===== src/hw/rtl/tbbs_pkg.sv =====
// Shared constants and types for the two-wire bit-banged serializer.
package tbbs_pkg;

	localparam int BITS_PER_BYTE = 8;
	localparam int HOLD_W        = 3;
	localparam int SEG_IDX_W     = 5;

	localparam logic [HOLD_W-1:0] IDLE_UNITS = HOLD_W'(5);
	localparam logic [HOLD_W-1:0] STOP_UNITS = HOLD_W'(2);
	localparam logic [HOLD_W-1:0] UNIT_ONE   = HOLD_W'(1);
	localparam logic [HOLD_W-1:0] HOLD_FINAL = HOLD_W'(0);

	// Segment positions within the full sequence of one byte
	localparam logic [SEG_IDX_W-1:0] SEG_START_IDLE = SEG_IDX_W'(0);
	localparam logic [SEG_IDX_W-1:0] SEG_START_DATA = SEG_IDX_W'(1);
	localparam logic [SEG_IDX_W-1:0] SEG_START_CLK  = SEG_IDX_W'(2);
	localparam logic [SEG_IDX_W-1:0] SEG_BIT_FIRST  = SEG_IDX_W'(3);
	localparam logic [SEG_IDX_W-1:0] SEG_BIT_LAST   = SEG_IDX_W'(18);
	localparam logic [SEG_IDX_W-1:0] SEG_STOP_LOW   = SEG_IDX_W'(19);
	localparam logic [SEG_IDX_W-1:0] SEG_STOP_HIGH  = SEG_IDX_W'(20);
	localparam logic [SEG_IDX_W-1:0] SEG_END_LOW    = SEG_IDX_W'(21);
	localparam logic [SEG_IDX_W-1:0] SEG_END_CLK    = SEG_IDX_W'(22);
	localparam logic [SEG_IDX_W-1:0] SEG_END_IDLE   = SEG_IDX_W'(23);

	typedef struct packed {
		logic              clock_level;
		logic              data_level;
		logic [HOLD_W-1:0] hold_units;
	} seg_t;

endpackage


===== src/hw/rtl/two_wire_bit_bang_serializer.sv =====
// Top level: turns message bytes into timed clock/data line segments.
//
//  channel | handshake            | payload
//  --------+----------------------+----------------------------------------------------
//  in      | in_valid / in_stall  | data_byte[7:0], end_of_message
//  out     | out_valid / out_stall| clock_level, data_level, hold_units[2:0], last_segment
//
// One segment leaves per cycle unless the output stalls; a byte has 18 segments,
// 21 with the start or the end sequence, 24 with both, as the segment counter sets.
// The next byte is taken in the cycle its predecessor's last segment moves to the
// output register, so bytes follow without a gap cycle.
// Reset clears the work and output valid flags and closes the message.
// A stall on the output holds the output register and freezes the segment counter.
module two_wire_bit_bang_serializer import tbbs_pkg::*; (
	input  logic                     clk,
	input  logic                     arst_n,
	input  logic                     in_valid,
	output logic                     in_stall,
	input  logic [BITS_PER_BYTE-1:0] data_byte,
	input  logic                     end_of_message,
	output logic                     out_valid,
	input  logic                     out_stall,
	output logic                     clock_level,
	output logic                     data_level,
	output logic [HOLD_W-1:0]        hold_units,
	output logic                     last_segment
);

	logic                     busy_q;
	logic                     frame_open_q;
	logic [BITS_PER_BYTE-1:0] byte_q;
	logic                     eom_q;
	logic [SEG_IDX_W-1:0]     seg_q;
	logic                     out_valid_q;
	seg_t                     out_seg_q;
	logic                     out_last_q;

	logic                     advance;
	logic                     seg_last;
	logic                     seg_done;
	logic                     in_acc;
	logic [SEG_IDX_W-1:0]     last_idx;
	seg_t                     seg;

	tbbs_seg_dec u_seg_dec (
		.seg_idx   (seg_q),
		.data_byte (byte_q),
		.seg       (seg)
	);

	assign last_idx = eom_q ? SEG_END_IDLE : SEG_STOP_HIGH;
	assign seg_last = (seg_q == last_idx);
	assign advance  = busy_q && (!out_valid_q || !out_stall);
	assign seg_done = advance && seg_last;
	assign in_stall = busy_q && !seg_done;
	assign in_acc   = in_valid && !in_stall;

	always_ff @(posedge clk or negedge arst_n) begin
		if (!arst_n) begin
			busy_q       <= 1'b0;
			frame_open_q <= 1'b0;
			seg_q        <= SEG_START_IDLE;
		end else if (in_acc) begin
			busy_q       <= 1'b1;
			// skip the start sequence inside an open message
			seg_q        <= frame_open_q ? SEG_BIT_FIRST : SEG_START_IDLE;
			frame_open_q <= !end_of_message;
		end else if (seg_done) begin
			busy_q <= 1'b0;
		end else if (advance) begin
			seg_q <= seg_q + SEG_IDX_W'(1);
		end
	end

	always_ff @(posedge clk) begin
		if (in_acc) begin
			byte_q <= data_byte;
			eom_q  <= end_of_message;
		end
	end

	always_ff @(posedge clk or negedge arst_n) begin
		if (!arst_n) begin
			out_valid_q <= 1'b0;
		end else if (advance) begin
			out_valid_q <= 1'b1;
		end else if (!out_stall) begin
			out_valid_q <= 1'b0;
		end
	end

	always_ff @(posedge clk) begin
		if (advance) begin
			out_seg_q  <= seg;
			out_last_q <= seg_last;
		end
	end

	assign out_valid    = out_valid_q;
	assign clock_level  = out_seg_q.clock_level;
	assign data_level   = out_seg_q.data_level;
	assign hold_units   = out_seg_q.hold_units;
	assign last_segment = out_last_q;

endmodule


===== src/hw/rtl/tbbs_seg_dec.sv =====
// Segment decoder: line levels and hold time for one segment position.
module tbbs_seg_dec import tbbs_pkg::*; (
	input  logic [SEG_IDX_W-1:0]     seg_idx,
	input  logic [BITS_PER_BYTE-1:0] data_byte,
	output seg_t                     seg
);

	logic [SEG_IDX_W-1:0] bit_pos;
	logic                 bit_val;

	// bit_pos[0] picks clock phase, bit_pos[3:1] counts bits from the MSB
	assign bit_pos = seg_idx - SEG_BIT_FIRST;
	assign bit_val = data_byte[3'(BITS_PER_BYTE - 1) - bit_pos[3:1]];

	always_comb begin
		unique case (seg_idx) inside
			SEG_START_IDLE: seg = '{1'b1, 1'b1, IDLE_UNITS};
			SEG_START_DATA: seg = '{1'b1, 1'b0, UNIT_ONE};
			SEG_START_CLK:  seg = '{1'b0, 1'b0, UNIT_ONE};
			[SEG_BIT_FIRST:SEG_BIT_LAST]: seg = '{bit_pos[0], bit_val, UNIT_ONE};
			SEG_STOP_LOW:   seg = '{1'b0, 1'b1, STOP_UNITS};
			SEG_STOP_HIGH:  seg = '{1'b1, 1'b1, UNIT_ONE};
			SEG_END_LOW:    seg = '{1'b0, 1'b0, UNIT_ONE};
			SEG_END_CLK:    seg = '{1'b1, 1'b0, UNIT_ONE};
			SEG_END_IDLE:   seg = '{1'b1, 1'b1, HOLD_FINAL};
			default:        seg = '{1'b1, 1'b1, HOLD_FINAL};
		endcase
	end

endmodule


===== config.mk =====
export PLATFORM = sky130hd
export DESIGN_NAME = two_wire_bit_bang_serializer
export DESIGN_NICKNAME = d
export VERILOG_FILES = /design/src/hw/rtl/tbbs_pkg.sv /design/src/hw/rtl/two_wire_bit_bang_serializer.sv /design/src/hw/rtl/tbbs_seg_dec.sv
export SDC_FILE = /design/constraint.sdc
export NUM_CORES = 1
export LEC_CHECK = 0
export ABC_AREA = 0
export BUFFER_PORTS_ARGS = -buffer_cell sky130_fd_sc_hd__buf_2
export CAP_MARGIN = 20
export CORE_MARGIN = 2
export CORE_UTILIZATION = 61
export CTS_BUF_LIST = sky130_fd_sc_hd__clkbuf_4
export CTS_CLUSTER_SIZE = 30
export DETAILED_ROUTE_END_ITERATION = 10
export PLACE_DENSITY = 0.86
export SLEW_MARGIN = 20
export SYNTH_ARGS = -nofsm -noshare
export SYNTH_HDL_FRONTEND = slang
export SYNTH_SLANG_ARGS = --single-unit
export TNS_END_PERCENT = 1

===== constraint.sdc =====
create_clock -name clk -period 3.8 [get_ports clk]
set_input_delay 0.38 -clock clk [delete_from_list [all_inputs] [get_ports clk]]
set_output_delay 0.38 -clock clk [all_outputs]
set_load 0.005 [all_outputs]

==> flow_summary.toml <==
[power_and_ir_drop]
ir_drop_v = 0.000346
p_int_mw = 0.588
fin_total_pwr_mw = 0.956
switching_share_pct = 38.5
p_leak_nw = 0.554
seqPwrFrac_pct = 45.5
p_switching_mw = 0.368
p_clk_share_pct = 12.2
p_per_area_nw_per_um2 = 707
combPwrFrac_pct = 42.3

[sta]
worst_pin_slew_ns = 0.590
finalCritPeriodShare_pct = 56.6
rsz0062_at_grt = "false"
hold_viol = 0
fmax_mhz = 465
fin_skew_ns = 0.00653
tns_ns = 0
relSlewSlack_pct = 60.6
setup_viol = 0
finalCriticalPeriod_ns = 2.15
drv_slew = 0

[layout]
final_nets = 139
syn_to_final_growth_pct = 12.4
drive_gt1_share_pct = 25.6
final_util_pct = 71.1
fillerInstances = 128
insertedDiodeCount = 0

[critical_path]
r2r-start = "seg_q[0]$_DFFE_PN0P_"
cp.required_ns = 3.42
cp-end-kind = "output pin"
path_max_fanout = 17
crit_start = "seg_q[2]$_DFFE_PN0P_"
critPathLaunchType = "register"
path_class = "reg -> out"
cp.arrival_ns = 1.77

[floorplanning]
die_x_um = 48.4
initial_core_util_pct = 63.3
num_rows = 16
io_pins = 21
die_h_um = 48.4
core_um2 = 1900
die_area_um2 = 2340

[yosys]
netlist_instances = 100
yosysTopAreaCellShare_pct = 37.4
ys_top_cells_by_area = "edfxtp_1 37%, dfrtp_1 17%, ha_1 4.2%, mux2i_1 4.2%, mux4_2 3.7%"
synth.largest_area_cell = "edfxtp_1"
syn_area_per_cell_um2 = 12.0
ys_seq_area_share_pct = 54.1
ys_async_sr_fraction_pct = 34.8
post-synth-top-count-cell = "edfxtp_1"
synthesis.nets = 117
yosys_warnings = 0
synth_common_cells = "15 x edfxtp_1, 8 x dfrtp_1, 8 x nand3_1"
synth_ff_type = "edfxtp_1"
synth_cell_type_count = 41
syn_area_um2 = 1200
synth_edf_count = 15
synth-seq-cells = 23

[clock_tree]
clock_sinks = 23
cts_max_path_buffers = 2
cts_tree = "done"
cts_buffers = 3
clkTransAtPathRegs_ns = 0.13
htreeDepth = 1
worstSkewPairLatency_ns = 0.32
cts_root_buf = "clkbuf_4"

[global_routing]
grt_pass1_vias = 857
grt_max_degree = 18
grt_pass1_wl_um = 3710
antenna_found_initial = 0
grtUsageTotal_pct = 20.8
grt_overflow_total = 0

[min_path]
hp-start = "data_byte[6]"
hold_class = "in -> reg"

[route]
ant_nets = 0
first_iter_violations = 36
drtPass1Iterations = 4
wl_um = 2120
num_vias = 899
routedWlPerCell_um = 14.3
drc = 0
vias_per_cell = 6.07

[run_status]
status = "complete, no violations"

[placement]
port-buffer-count = 20
hpwl_um = 1520
place.gp.congestion = 0.865

[flow_run]
max-cap-violations = 0
==> layer usage <==
layer / vias to the layer above / wire, µm / track usage (%)
met5: - / 0 / 0
met4: 0 / 60 / 12.9
met3: 8 / 99 / 3.70
met2: 26 / 1010 / 32.9
met1: 443 / 949 / 26.8
li1: 422 / - / -
==> cell usage in the layout (no fill, tap or decap), drive strengths merged, types with 2 or more instances in the layout <==
| cell | count |
|---|---|
| edfxtp | 15 |
| nand2 | 6 |
| dfrtp | 8 |
| or3 | 2 |
| o31ai | 2 |
| a21oi | 5 |
| mux2i | 5 |
| o21ai | 4 |
| mux4 | 2 |
| clkbuf | 3 |
| ha | 4 |
| inv | 8 |
| nand3 | 8 |
| nor2 | 3 |
| xnor2 | 2 |
| a31oi | 2 |
| buf | 20 |
| xor2 | 2 |
==> final timing paths <==
kind | to | slack (ns) | depth (start not counted)
worst max-delay path | in_stall | 1.65 | 4
worst min-delay path | byte_q[6]$_DFFE_PN_ | 0.23 | 1
worst max register to register | data_level$_DFFE_PP_ | 1.72 | 5
worst min register to register | out_valid$_DFFE_PN0P_ | 0.52 | 2
max in group asynchronous | seg_q[4]$_DFFE_PN0P_ | 3.21 | 2
min in group asynchronous | seg_q[3]$_DFFE_PN0P_ | 0.42 | 2
==> registers in the layout, indices dropped and copies added, names as in the netlist <==
name,flops
byte_q,8
seg_q,5
hold_units,3
busy_q,1
clock_level,1
data_level,1
eom_q,1
frame_open_q,1
last_segment,1
out_valid,1
==> power groups by stage <==
stage                     Clock [mW]  Sequential, mW  Combinational [mW]
after CTS                      0.117           0.433               0.405
after detailed placement           0           0.439               0.403
after floorplan                    0           0.383               0.376
after global routing           0.127           0.450               0.453
final                          0.116           0.435               0.404
after global placement             0           0.434               0.390
==> per-stage QoR <==
step / hold slack [ns] / cell area, µm² / worst slack [ns] / cells
final: 0.226 / 1350 / 1.65 / 148
after floorplan: 0.0844 / 1200 / 1.91 / 100
after global routing: 0.211 / 1350 / 1.52 / 148
after CTS: 0.221 / 1350 / 1.67 / 148
after global placement: 0.229 / 1320 / 1.86 / 143
after detailed placement: 0.232 / 1320 / 1.75 / 143
==> repair_timing <==
item	in CTS	in global routing
resized for setup	0	0
hold buffers	1	0
hold endpoints to repair	8	0
endpoints found under the setup margin	0	0
buffers inserted	0	0
==> layout make-up <==
| class | count | area, µm² | share of cell area [%] |
|---|---|---|---|
| timing repair buffer | 21 | 110 | 8.14 |
| multi-input combinational | 65 | 500 | 37.0 |
| clock inverter | 1 | 5.00 | 0.370 |
| clock buffer | 3 | 22.5 | 1.67 |
| tap | 27 | 33.8 | 2.50 |
| sequential | 23 | 651 | 48.1 |
| inverter | 8 | 30.0 | 2.22 |
==> logic make-up (layout without fill, tap and decap cells) <==
logic type | count (synthesis) | count (layout) | synth area share, %
AOI/OAI and AO/OA | 20 | 20 | 11.9
xor gates and xnor gates | 4 | 4 | 2.91
adders and majority gates | 4 | 4 | 4.16
buffers and inverters | 12 | 33 | 4.37
DFF | 23 | 23 | 54.1
muxes | 8 | 8 | 8.84
and+or+nand+nor | 29 | 29 | 13.8
==> critical path, stage by stage, from the launching register on <==
cell,delay [ns]
dfrtp_1,0.74
nand3b_1,0.23
a221oi_2,0.26
nor2_1,0.08
buf_2,0.13
No activity file was read; power rests on OpenSTA's default activity.
